<file path="src/ppr_pkg.sv">
`default_nettype none

package ppr_pkg;

    // Row codes carried in the second header byte
    localparam logic [7:0] ROW_CODE_END      = 8'h80;
    localparam logic [7:0] ROW_CODE_EMPTY    = 8'h00;
    localparam logic [7:0] ROW_CODE_MASK_MAX = 8'h0F;

    localparam int unsigned NUM_CHANNELS = 4;
    localparam int unsigned EVENT_BITS   = 32;

    // Parse phase of the front end
    typedef enum logic [1:0] {
        PH_HDR1   = 2'd0,
        PH_CODE   = 2'd1,
        PH_EVENTS = 2'd2
    } t_phase;

    typedef logic [NUM_CHANNELS-1:0][EVENT_BITS-1:0] t_words;

    // Command from front to back: one row of words, or zero fill to pattern end
    typedef struct packed {
        logic   fill;
        t_words words;
    } t_cmd;

    // Finished row as handed to the output queue
    typedef struct packed {
        logic [5:0] row_index;
        t_words     words;
        logic       last_row;
    } t_row;

    // Number of set bits in a channel mask
    function automatic logic [2:0] mask_count(input logic [3:0] m);
        mask_count = 3'(m[0]) + 3'(m[1]) + 3'(m[2]) + 3'(m[3]);
    endfunction

    // Channel holding the n-th event of the mask, 0 if none
    function automatic logic [1:0] nth_channel(input logic [3:0] m, input logic [1:0] n);
        logic [2:0] seen;
        logic [1:0] ch;
        seen = 3'd0;
        ch   = 2'd0;
        for (int c = NUM_CHANNELS - 1; c >= 0; c--) begin
            if (m[c]) begin
                seen = seen + 3'd1;
            end
        end
        seen = 3'd0;
        for (int c = 0; c < NUM_CHANNELS; c++) begin
            if (m[c]) begin
                if (seen == {1'b0, n}) begin
                    ch = 2'(c);
                end
                seen = seen + 3'd1;
            end
        end
        nth_channel = ch;
    endfunction

endpackage

`default_nettype wire

</file>
<file path="src/ppr_fifo.sv">
`default_nettype none

module ppr_fifo #(
    parameter int unsigned WIDTH = 8,
    parameter int unsigned DEPTH = 2
) (
    input  wire logic             i_clk,
    input  wire logic             i_rst_n,
    input  wire logic             i_push,
    input  wire logic [WIDTH-1:0] i_data,
    output logic                  o_full,
    input  wire logic             i_pop,
    output logic                  o_empty,
    output logic [WIDTH-1:0]      o_data
);

    localparam int unsigned AW = (DEPTH > 1) ? $clog2(DEPTH) : 1;

    logic [WIDTH-1:0] r_entries [DEPTH];
    logic [AW:0]      r_wr_ptr;
    logic [AW:0]      r_rd_ptr;
    logic             wr_en;
    logic             rd_en;

    assign o_empty = (r_wr_ptr == r_rd_ptr);
    assign o_full  = (r_wr_ptr[AW] != r_rd_ptr[AW]) &&
                     (r_wr_ptr[AW-1:0] == r_rd_ptr[AW-1:0]);
    assign wr_en   = i_push && !o_full;
    assign rd_en   = i_pop && !o_empty;
    assign o_data  = r_entries[r_rd_ptr[AW-1:0]];

    // Pointers carry a wrap bit to tell full from empty
    always_ff @(posedge i_clk) begin
        if (!i_rst_n) begin
            r_wr_ptr <= '0;
            r_rd_ptr <= '0;
        end else begin
            if (wr_en) begin
                r_wr_ptr <= r_wr_ptr + 1'b1;
            end
            if (rd_en) begin
                r_rd_ptr <= r_rd_ptr + 1'b1;
            end
        end
    end

    // Storage
    always_ff @(posedge i_clk) begin
        if (wr_en) begin
            r_entries[r_wr_ptr[AW-1:0]] <= i_data;
        end
    end

endmodule

`default_nettype wire

</file>
<file path="src/ppr_front.sv">
`default_nettype none

module ppr_front (
    input  wire logic       i_clk,
    input  wire logic       i_rst_n,
    input  wire logic       i_valid,
    input  wire logic [7:0] i_byte,
    output logic            o_cmd_push,
    output ppr_pkg::t_cmd   o_cmd
);

    ppr_pkg::t_phase r_phase, n_phase;
    logic [3:0]      r_mask, n_mask;
    logic [3:0]      r_cnt, n_cnt;
    ppr_pkg::t_words r_buf, n_buf;

    logic [1:0] ch;
    logic [4:0] total;
    logic [4:0] cnt_inc;

    assign ch      = ppr_pkg::nth_channel(r_mask, r_cnt[3:2]);
    assign total   = {ppr_pkg::mask_count(r_mask), 2'b00};
    assign cnt_inc = {1'b0, r_cnt} + 5'd1;

    // Phase register and row assembly state
    always_ff @(posedge i_clk) begin
        if (!i_rst_n) begin
            r_phase <= ppr_pkg::PH_HDR1;
            r_mask  <= '0;
            r_cnt   <= '0;
        end else begin
            r_phase <= n_phase;
            r_mask  <= n_mask;
            r_cnt   <= n_cnt;
        end
    end

    always_ff @(posedge i_clk) begin
        r_buf <= n_buf;
    end

    // Classify each byte and issue a command when a row is complete
    always_comb begin
        n_phase    = r_phase;
        n_mask     = r_mask;
        n_cnt      = r_cnt;
        n_buf      = r_buf;
        o_cmd_push = 1'b0;
        o_cmd      = '0;
        if (i_valid) begin
            case (r_phase)
                ppr_pkg::PH_CODE: begin
                    if (i_byte == ppr_pkg::ROW_CODE_END) begin
                        o_cmd.fill = 1'b1;
                        o_cmd_push = 1'b1;
                        n_phase    = ppr_pkg::PH_HDR1;
                    end else if (i_byte == ppr_pkg::ROW_CODE_EMPTY ||
                                 i_byte > ppr_pkg::ROW_CODE_MASK_MAX) begin
                        o_cmd_push = 1'b1;
                        n_phase    = ppr_pkg::PH_HDR1;
                    end else begin
                        n_mask  = i_byte[3:0];
                        n_cnt   = '0;
                        n_buf   = '0;
                        n_phase = ppr_pkg::PH_EVENTS;
                    end
                end
                ppr_pkg::PH_EVENTS: begin
                    n_buf[ch] = {r_buf[ch][23:0], i_byte};
                    if (cnt_inc >= total) begin
                        o_cmd.words = n_buf;
                        o_cmd_push  = 1'b1;
                        n_cnt       = '0;
                        n_phase     = ppr_pkg::PH_HDR1;
                    end else begin
                        n_cnt = cnt_inc[3:0];
                    end
                end
                default: begin
                    // first header byte, or the unused phase code
                    n_phase = ppr_pkg::PH_CODE;
                end
            endcase
        end
    end

endmodule

`default_nettype wire

</file>
<file path="src/ppr_back.sv">
`default_nettype none

module ppr_back #(
    parameter int unsigned ROWS_PER_PATTERN = 64
) (
    input  wire logic           i_clk,
    input  wire logic           i_rst_n,
    input  wire logic           i_cmd_empty,
    input  wire ppr_pkg::t_cmd  i_cmd,
    output logic                o_cmd_pop,
    input  wire logic           i_row_full,
    output logic                o_row_push,
    output ppr_pkg::t_row       o_row
);

    localparam int unsigned CW = (ROWS_PER_PATTERN > 1) ? $clog2(ROWS_PER_PATTERN) : 1;
    localparam logic [CW-1:0] LAST_ROW = CW'(ROWS_PER_PATTERN - 1);

    logic [CW-1:0] r_row, n_row;
    logic          go;
    logic          last;

    assign go   = !i_cmd_empty && !i_row_full;
    assign last = (r_row == LAST_ROW);

    always_ff @(posedge i_clk) begin
        if (!i_rst_n) begin
            r_row <= '0;
        end else begin
            r_row <= n_row;
        end
    end

    // One row per cycle while go; a fill command heads until the last row
    always_comb begin
        o_row.row_index = 6'(r_row);
        o_row.words     = i_cmd.fill ? '0 : i_cmd.words;
        o_row.last_row  = last;
        o_row_push      = go;
        o_cmd_pop       = go && (!i_cmd.fill || last);
        n_row           = r_row;
        if (go) begin
            n_row = last ? '0 : r_row + 1'b1;
        end
    end

endmodule

`default_nettype wire

</file>
<file path="src/packed_pattern_row_decoder.sv">
// Packed pattern row decoder.
// Input queue side: drive i_data_byte and push; a byte is taken on each
// clock edge with push high and full low; one byte per cycle is sustained
// while full stays low. Result queue side: while empty is low the oldest
// row is on the o_ ports; pop with empty low takes it. Each row carries
// its index, four channel event words (zero where absent) and o_last_row
// on the final pattern row.
// The front end parses bytes and writes one command per row (or one zero
// fill command for an end marker) into a two-entry command queue; the
// back end turns commands into rows, one row per cycle while the result
// queue has room, into a two-entry result queue. An end marker thus yields
// ROWS_PER_PATTERN - row zero rows, during which further bytes still enter
// until the command queue fills.
// When the receiver stalls, the result queue fills, the back end holds,
// the command queue fills and full rises; nothing is lost.
// Reset (synchronous, i_rst_n low) empties both queues, sets the parser to
// expect a first header byte and the row counter to zero.
`default_nettype none

module packed_pattern_row_decoder #(
    parameter int unsigned ROWS_PER_PATTERN = 64
) (
    input  wire logic        i_clk,
    input  wire logic        i_rst_n,
    input  wire logic        push,
    output logic             full,
    input  wire logic [7:0]  i_data_byte,
    output logic             empty,
    input  wire logic        pop,
    output logic [5:0]       o_row_index,
    output logic [31:0]      o_chan0_event,
    output logic [31:0]      o_chan1_event,
    output logic [31:0]      o_chan2_event,
    output logic [31:0]      o_chan3_event,
    output logic             o_last_row
);

    logic          cmd_push;
    ppr_pkg::t_cmd cmd_in;
    logic          cmd_full;
    logic          cmd_empty;
    logic          cmd_pop;
    ppr_pkg::t_cmd cmd_head;
    logic          row_push;
    ppr_pkg::t_row row_in;
    logic          row_full;
    ppr_pkg::t_row row_head;

    assign full = cmd_full;

    // Front end: byte parsing and row assembly
    ppr_front u_front (
        .i_clk      (i_clk),
        .i_rst_n    (i_rst_n),
        .i_valid    (push && !cmd_full),
        .i_byte     (i_data_byte),
        .o_cmd_push (cmd_push),
        .o_cmd      (cmd_in)
    );

    // Command queue between front and back
    ppr_fifo #(
        .WIDTH ($bits(ppr_pkg::t_cmd)),
        .DEPTH (2)
    ) u_cmd_q (
        .i_clk   (i_clk),
        .i_rst_n (i_rst_n),
        .i_push  (cmd_push),
        .i_data  (cmd_in),
        .o_full  (cmd_full),
        .i_pop   (cmd_pop),
        .o_empty (cmd_empty),
        .o_data  (cmd_head)
    );

    // Back end: row numbering and zero fill
    ppr_back #(
        .ROWS_PER_PATTERN (ROWS_PER_PATTERN)
    ) u_back (
        .i_clk       (i_clk),
        .i_rst_n     (i_rst_n),
        .i_cmd_empty (cmd_empty),
        .i_cmd       (cmd_head),
        .o_cmd_pop   (cmd_pop),
        .i_row_full  (row_full),
        .o_row_push  (row_push),
        .o_row       (row_in)
    );

    // Result queue
    ppr_fifo #(
        .WIDTH ($bits(ppr_pkg::t_row)),
        .DEPTH (2)
    ) u_row_q (
        .i_clk   (i_clk),
        .i_rst_n (i_rst_n),
        .i_push  (row_push),
        .i_data  (row_in),
        .o_full  (row_full),
        .i_pop   (pop),
        .o_empty (empty),
        .o_data  (row_head)
    );

    assign o_row_index   = row_head.row_index;
    assign o_chan0_event = row_head.words[0];
    assign o_chan1_event = row_head.words[1];
    assign o_chan2_event = row_head.words[2];
    assign o_chan3_event = row_head.words[3];
    assign o_last_row    = row_head.last_row;

endmodule

`default_nettype wire

</file>
<file path="config.mk">
export PLATFORM = sky130hd
export DESIGN_NAME = packed_pattern_row_decoder
export DESIGN_NICKNAME = d
export VERILOG_FILES = /design/src/ppr_pkg.sv /design/src/ppr_fifo.sv /design/src/ppr_front.sv /design/src/ppr_back.sv /design/src/packed_pattern_row_decoder.sv
export SDC_FILE = /design/constraint.sdc
export NUM_CORES = 1
export LEC_CHECK = 0
export BUFFER_PORTS_ARGS = -buffer_cell sky130_fd_sc_hd__buf_4
export CAP_MARGIN = 5
export CORE_UTILIZATION = 55
export DETAILED_ROUTE_END_ITERATION = 12
export GPL_ROUTABILITY_DRIVEN = 0
export GPL_TIMING_DRIVEN = 0
export PLACE_DENSITY = 0.74
export SYNTH_ARGS = -nofsm -noshare
export SYNTH_HDL_FRONTEND = slang
export SYNTH_SLANG_ARGS = --single-unit
</file>
<file path="constraint.sdc">
create_clock -name i_clk -period 11.8 [get_ports i_clk]
set_clock_uncertainty 0.2 [all_clocks]
set_input_delay 0.59 -clock i_clk [delete_from_list [all_inputs] [get_ports i_clk]]
set_output_delay 0.59 -clock i_clk [all_outputs]
set_load 0.005 [all_outputs]
</file>
==> metrics.log, run 1 <==
[metrics] detailed-placement wirelength estimate: 38.56 mm
[metrics] cell area after synthesis: 27970 µm²
[metrics] # H-tree levels: 3
[metrics] max-slew headroom at the worst pin: 24.64%
[metrics] Filler Cells Inserted: 3536
[metrics] final setup fails: 0
[metrics] count of distinct cell types in the synthesized netlist: 47
[metrics] share of the yosys chip area belonging to registers: 72.29%
[metrics] Mapped Nets: 1843
[metrics] cell types with the highest counts after synthesis: 656 x edfxtp_1, 310 x mux2i_1, 263 x nor2_1, 162 x nand2_1, 136 x mux2_2
[metrics] total power divided by cell area: 151.7 nW/µm²
[metrics] f_max: between 0.2 and 0.25 GHz
[metrics] routed wirelength normalized by instance count: between 20 and 25 µm
[metrics] crit share post-route: 38.04%
[metrics] number of hold buffers added after CTS: 0
[metrics] worst-margin pin slew: 1.130 ns
[metrics] data arrival time of the critical path: 3.70 ns
[metrics] placed instance count: between 2000 and 3000
[metrics] clock-pin transition on the worst setup and hold timing paths: roughly 0.06 ns
[metrics] Worst-Skew Late Latency: ~0.60 ns
[metrics] antenna fix cells: 0
[metrics] number of top-level pins: 149
[metrics] final total power: about 5000 µW
[metrics] post-synthesis area per instance: about 15 µm²
[metrics] count of synthesis-stage warnings from yosys: 0
[metrics] global route overflow: 0
[metrics] share of final-layout standard cells stronger than drive strength 1: around 20%
[metrics] effective utilization at floorplan: 55.75%
[metrics] Post-CTS Resized: 0
[metrics] number of instances in the synthesized netlist: 1819
[metrics] number of global-route vias before repair: 15500
[metrics] flip-flop cell with the highest count after synthesis: edfxtp_1
[metrics] path depth of the worst reg2reg path: 15
[metrics] static leakage: 0.01122 µW
[metrics] wirelength, routed: 57.48 mm
[metrics] EDFF count, synth: 656
[metrics] remaining antenna violation count: 0
[metrics] endpoints failing hold: 0
[metrics] All-Layer GR Usage: 22.42%
[metrics] count of buffering cells on the critical path with inverters included: 4
[metrics] number of buffers between clock root and the deepest sink: 3
[metrics] Final Instance Count excl. Fillers: roughly 2800
[metrics] kind of cell adding the most delay to the critical path: buffers and inverters
[metrics] total iterations of the first detailed-routing run: 8
[metrics] Crit Reg-Reg Startpoint: u_front.r_mask[0]
[metrics] biggest area consumer among synthesized cells: edfxtp_1
[metrics] worst hold slack across all endpoints: roughly 0.089 ns
[metrics] Max Fanout on Critical Path: 10
[metrics] setup tns final: 0 ns
[metrics] TritonCTS clock tree: yes
[metrics] required time at the endpoint of the critical path: about 11 ns
[metrics] Inserted Clock Buffers: 70
[metrics] cell depth of the worst hold path: 3
[metrics] WS Path Type: reg -> out
[metrics] total die area: 51760 µm²
[metrics] synthesis-to-finish area growth: 16.03%
[metrics] maximum single-stage delay on the critical path: between 0.8 and 0.9 ns
[metrics] core region area: roughly 50000 µm²
[metrics] Startpoint Class: flip-flop
[metrics] endpoint type of the worst setup path: primary output
[metrics] cell row count: 82
[metrics] number of buffers added for setup after CTS: 0
[metrics] area fraction of the dominant cell type after synthesis: 70.43%
[metrics] cell with the most instances on the worst path: clkbuf_1
[metrics] end point of the worst hold path: u_cmd_q.r_wr_ptr[1]
[metrics] endpoint of the worst register-to-register path: u_cmd_q.r_entries[0][91]
[metrics] cells along the critical path: clkbuf_1, clkbuf_1, clkbuf_1, mux2_2, buf_4
[metrics] final count of pins violating max slew: 0
[metrics] via count: approximately 15000
[metrics] number of maximum-capacitance violations: 0
[metrics] unrepaired setup endpoints after global routing: no
[metrics] largest cells by area after synthesis: edfxtp_1 70%, mux2i_1 11%, mux2_2 5.5%, nor2_1 3.5%, nand2_1 2.2%
[metrics] worst reg2reg setup slack: 7.51 ns
[metrics] worst supply voltage drop on vdd: a little under 0.09 mV
[metrics] iteration-0 DRC count of the detailed router: 1322
[metrics] Sink Count: slightly below 700
[metrics] Die Span X: between 200 and 250 µm
[metrics] die outline height: approximately 230 µm
[metrics] fin area: 32450 µm²
[metrics] most numerous cell in the Yosys netlist: edfxtp_1
[metrics] Total Nets Final: a little over 2000
[metrics] post-placement cell area: roughly 30000 µm²
[metrics] antenna violations before repair: 0
[metrics] DRC: 0
[metrics] hold wc startpoint: i_rst_n
[metrics] via count normalized by instance count: 5.565
[metrics] run status: completed
[metrics] count of state elements after synthesis: 682
[metrics] clock root buffer: clkbuf_16
[metrics] library cell contributing the largest single delay on the critical path: clkbuf_1
[metrics] pin count of the biggest net entering global routing: 69
[metrics] share of flip-flops with an asynchronous set or reset after synthesis: 0%
[metrics] Hold WC Path Type: in -> reg
[metrics] global-route wire length before repair: 86.95 mm
[metrics] final period demand of the worst path: 4.489 ns
[metrics] Port Buffers: 148
report_power, final:
part	switching [µW]	internal [µW]	leakage [µW]
clock network	870	1220	0.00105
registers	12.0	2660	0.00643
logic	89.0	74.4	0.00375
total	971	3950	0.0112
state kept, by name, indices dropped and copies added (netlist names), named ones only:
signal,count
u_row_q.r_entries,270
u_cmd_q.r_wr_ptr,2
u_row_q.r_rd_ptr,2
u_row_q.r_wr_ptr,2
u_back.r_row,6
u_front.r_cnt,4
u_front.r_buf,128
u_front.r_phase,2
u_cmd_q.r_entries,258
u_cmd_q.r_rd_ptr,2
u_front.r_mask,4
per-stage QoR:
step	util, %	setup slack, ns
global route	64.69	7.169
global placement	59.64	-0.4530
floorplan	-	2.993
CTS	64.69	7.250
detailed placement	60.41	7.524
finish	64.69	7.311
how the worst max path moves through the flow:
stage / start / end / slack, ns / cells past startpoint
floorplan: u_front.r_mask[0] / u_cmd_q.r_entries[0][0] / 2.99 / 12
global placement: u_front.r_mask[0] / u_cmd_q.r_entries[0][38] / -0.45 / 12
detailed placement: u_front.r_mask[0] / u_cmd_q.r_entries[0][91] / 7.52 / 15
CTS: flip-flop / o_chan3_event[30] / 7.25 / 5
global route: flip-flop / o_chan3_event[30] / 7.17 / 5
finish: flip-flop / o_chan3_event[30] / 7.31 / 5
per-layer routing:
| layer | part of all wire [%] | global-route usage (%) |
|---|---|---|
| met1 | 44 | 31.88 |
| met2 | 47 | 35.21 |
| met3 | 6.2 | 3.756 |
| met4 | 2.4 | 7.837 |
| met5 | 0 | 0 |
cells in the final DEF (no fill, tap or decap), types with 13 or more instances in the layout:
master     synthesis  routed
buf_2             13      13
buf_4              3     151
clkbuf_1          75      94
clkbuf_16          0      73
dfxtp_1           26      26
edfxtp_1         656     656
inv_1             16      15
mux2_2           136     136
mux2i_1          310     310
nand2_1          162     162
nor2_1           263     261
nor3_1            32      32
final cells by class:
type	count	area [µm²]	share of cell area [%]
Sequential cell	682	20220	62.30
Multi-Input combinational cell	1018	7271	22.40
Clock buffer	92	1898	5.849
Timing Repair Buffer	164	1469	4.526
Tap cell	672	840.8	2.591
Buffer	103	445.4	1.373
Clock inverter	28	245.2	0.7556
Inverter	16	65.06	0.2005
cells by family (layout without fill, tap and decap cells):
logic type | after synthesis | count (layout) | synth area share, %
flops | 682 | 682 | 72.29
simple gates | 510 | 510 | 7.470
mux | 446 | 446 | 16.57
buf+inv | 119 | 403 | 1.807
compound gates | 33 | 33 | 0.7695
xor+xnor | 17 | 17 | 0.5323
fa+ha+maj | 12 | 12 | 0.5636
worst register-to-register path, delay by kind of cell (launching register included):
family          cells  cell delay [ns]
compound gates      3             0.75
buf+inv             7             0.94
flops               1             0.40
simple gates        1             0.52
fa+ha+maj           4             1.13
Power figures use the tool's default switching activity.
==> run 2: changes to the inputs <==
==> constraint.sdc (replaced) <==
create_clock -name i_clk -period 4.6 [get_ports i_clk]
set_clock_uncertainty 0.2 [all_clocks]
set_input_delay 0.23 -clock i_clk [delete_from_list [all_inputs] [get_ports i_clk]]
set_output_delay 0.23 -clock i_clk [all_outputs]
set_load 0.005 [all_outputs]
==> metrics.log, run 2 (synthesis results as in run 1) <==
[metrics] TritonCTS clock tree: yes (unchanged)
[metrics] DRC: 0 (unchanged)
[metrics] post-layout worst setup margin: 0.4927 ns (was 7.311 ns)
[metrics] crit share post-route: 89.29%
[metrics] share of final-layout standard cells stronger than drive strength 1: 20.57% (was 20.02%)
[metrics] data arrival time of the critical path: 3.68 ns (was 3.70 ns)
[metrics] required time at the endpoint of the critical path: 4.17 ns (was 11.01 ns)
[metrics] Filler Cells Inserted: 3487 (was 3536)
[metrics] final count of pins violating max slew: 0 (unchanged)
[metrics] cell row count: 82 (unchanged)
[metrics] number of buffers added for setup after CTS: 0 (unchanged)
[metrics] All-Layer GR Usage: 22.53% (was 22.42%)
[metrics] worst-margin pin slew: 1.151 ns (was 1.130 ns)
[metrics] endpoints failing hold: 0 (unchanged)
[metrics] switching power as a share of total power: 19.70% (was 19.73%)
[metrics] Worst Setup Slack post-DPL: 0.5925 ns (was 7.524 ns)
[metrics] final setup fails: 0 (unchanged)
[metrics] total power divided by cell area: 389.2 nW/µm² (was 151.7 nW/µm²)
[metrics] multi-input combinational cell area: 7332 µm² (was 7271 µm²)
[metrics] top library cells by usage in the layout, fill and taps aside: 656 x edfxtp_1, 310 x mux2i_1, 261 x nor2_1 (unchanged)
[metrics] clock-pin transition on the worst setup and hold timing paths: 0.06 ns (about the same)
[metrics] WS Path Type: reg -> out (unchanged)
[metrics] f_max: 0.2435 GHz
[metrics] Hold WC Path Type: in -> reg (unchanged)
[metrics] endpoint type of the worst setup path: primary output (unchanged)
[metrics] proportion of power drawn by the clock network: 42.8% (was 42.4%)
[metrics] Startpoint Class: flip-flop (unchanged)
[metrics] worst hold slack across all endpoints: 0.2063 ns (was 0.08868 ns)
[metrics] antenna violations before repair: 0 (unchanged)
[metrics] Total Nets Final: 2089 (was 2079)
[metrics] Sink Count: 682 (unchanged)
[metrics] post-placement cell area: 30400 µm² (was 30310 µm²)
[metrics] fin area: 32690 µm² (was 32450 µm²)
[metrics] iteration-0 DRC count of the detailed router: 1433 (was 1322)
[metrics] sequential cell area in the final layout: 20220 µm² (about the same)
[metrics] global-route wire length before repair: 87.25 mm (was 86.95 mm)
[metrics] clock root buffer: clkbuf_16 (unchanged)
[metrics] cell internal pwr: 10220 µW (was 3951 µW)
[metrics] final core occ: 65.17% (was 64.69%)
[metrics] core region area: 50170 µm² (unchanged)
[metrics] Post-CTS Resized: 0 (unchanged)
[metrics] Inserted Clock Buffers: 69 (was 70)
[metrics] number of global-route vias before repair: 15570 (was 15500)
[metrics] wirelength, routed: 57.47 mm (was 57.48 mm)
[metrics] max-slew headroom at the worst pin: 23.25% (was 24.64%)
[metrics] routed wirelength normalized by instance count: 20.62 µm (was 20.71 µm)
[metrics] worst supply voltage drop on vdd: 0.2307 mV (was 0.08893 mV)
[metrics] effective utilization at floorplan: 55.75% (unchanged)
[metrics] # H-tree levels: 3 (unchanged)
[metrics] detailed-placement wirelength estimate: 38.57 mm (was 38.56 mm)
[metrics] remaining antenna violation count: 0 (unchanged)
[metrics] relative contribution of sequential cells to total power: 53.8% (was 54.3%)
[metrics] number of hold buffers added after CTS: 10 (was 0)
[metrics] global route overflow: 0 (unchanged)
[metrics] static leakage: 0.01129 µW (was 0.01122 µW)
[metrics] total iterations of the first detailed-routing run: 6 (was 8)
[metrics] via count: 15560 (was 15440)
[metrics] run status: completed (unchanged)
[metrics] Port Buffers: 148 (unchanged)
[metrics] pin count of the biggest net entering global routing: 69 (unchanged)
[metrics] unrepaired setup endpoints after global routing: no (unchanged)
[metrics] combinational power share: 3.4% (was 3.3%)
[metrics] switching power summed over all nets: 2507 µW (was 971.3 µW)
[metrics] number of buffers between clock root and the deepest sink: 3 (unchanged)
[metrics] Max Fanout on Critical Path: 10 (unchanged)
[metrics] Worst-Skew Late Latency: 0.59 ns (was 0.60 ns)
[metrics] die outline height: 227.5 µm (unchanged)
[metrics] number of maximum-capacitance violations: 0 (unchanged)
[metrics] Die Span X: 227.5 µm (unchanged)
[metrics] total die area: 51760 µm² (unchanged)
[metrics] final period demand of the worst path: between 4 and 5 ns
[metrics] most common library cell in the layout ignoring fill and taps: edfxtp_1 (unchanged)
[metrics] antenna fix cells: 0 (unchanged)
[metrics] number of top-level pins: 149 (unchanged)
[metrics] synthesis-to-finish area growth: 16.89% (was 16.03%)
[metrics] via count normalized by instance count: 5.584 (was 5.565)
[metrics] flip-flop count of the largest register, all copies and words added: 270 (unchanged)
-- run 2: through the flow --
stage	setup TNS (ns)	cells	total power, µW
2_1_floorplan	-142.22	1819	7202
4_1_cts	0	2787	12820
3_5_place_dp	0	2656	7405
3_3_place_gp	-1197.95	2639	7397
6_report	0	2787	12730
5_1_grt	0	2787	13100
-- run 2: path summary, 6_finish.rpt --
kind | depth (start not counted) | to | start | slack (ns)
min | 3 | u_cmd_q.r_entries[1][128] | push | 0.21
min reg2reg | 2 | u_front.r_mask[1] | u_front.r_mask[1] | 0.29
max reg2reg | 12 | u_cmd_q.r_entries[0][52] | u_front.r_mask[0] | 0.58
max | 5 | o_chan3_event[30] | flip-flop | 0.49
-- run 2: power groups by stage --
stage          Sequential, µW  Combinational [µW]  Clock, µW
2_1_floorplan            6980                 221          0
3_3_place_gp             6990                 402          0
3_5_place_dp             6980                 424          0
4_1_cts                  6850                 433       5540
5_1_grt                  6850                 462       5780
6_report                 6850                 428       5450
-- run 2: area by class of cell --
| cell class | count | share of cell area [%] |
|---|---|---|
| buffer | 103 | 1.362 |
| clock buffer | 89 | 5.832 |
| clock inverter | 32 | 0.8726 |
| inverter | 16 | 0.1990 |
| multi-input combinational | 1018 | 22.43 |
| sequential | 682 | 61.85 |
| tap | 672 | 2.572 |
| timing repair buffer | 175 | 4.883 |
-- run 2: metal layers --
layer,vias up,routed length [µm],GRT usage (%)
li1,7171,-,-
met1,7750,24550,30.98
met2,541,27410,36.12
met3,100,4018,4.220
met4,0,1492,7.989
met5,-,0,0
-- run 2: worst max-delay path, stage by stage, from the launching register on --
cell	delay [ns]
dfxtp_1	0.30
clkbuf_1	0.81
clkbuf_1	0.68
clkbuf_1	0.68
mux2_2	0.46
buf_4	0.15
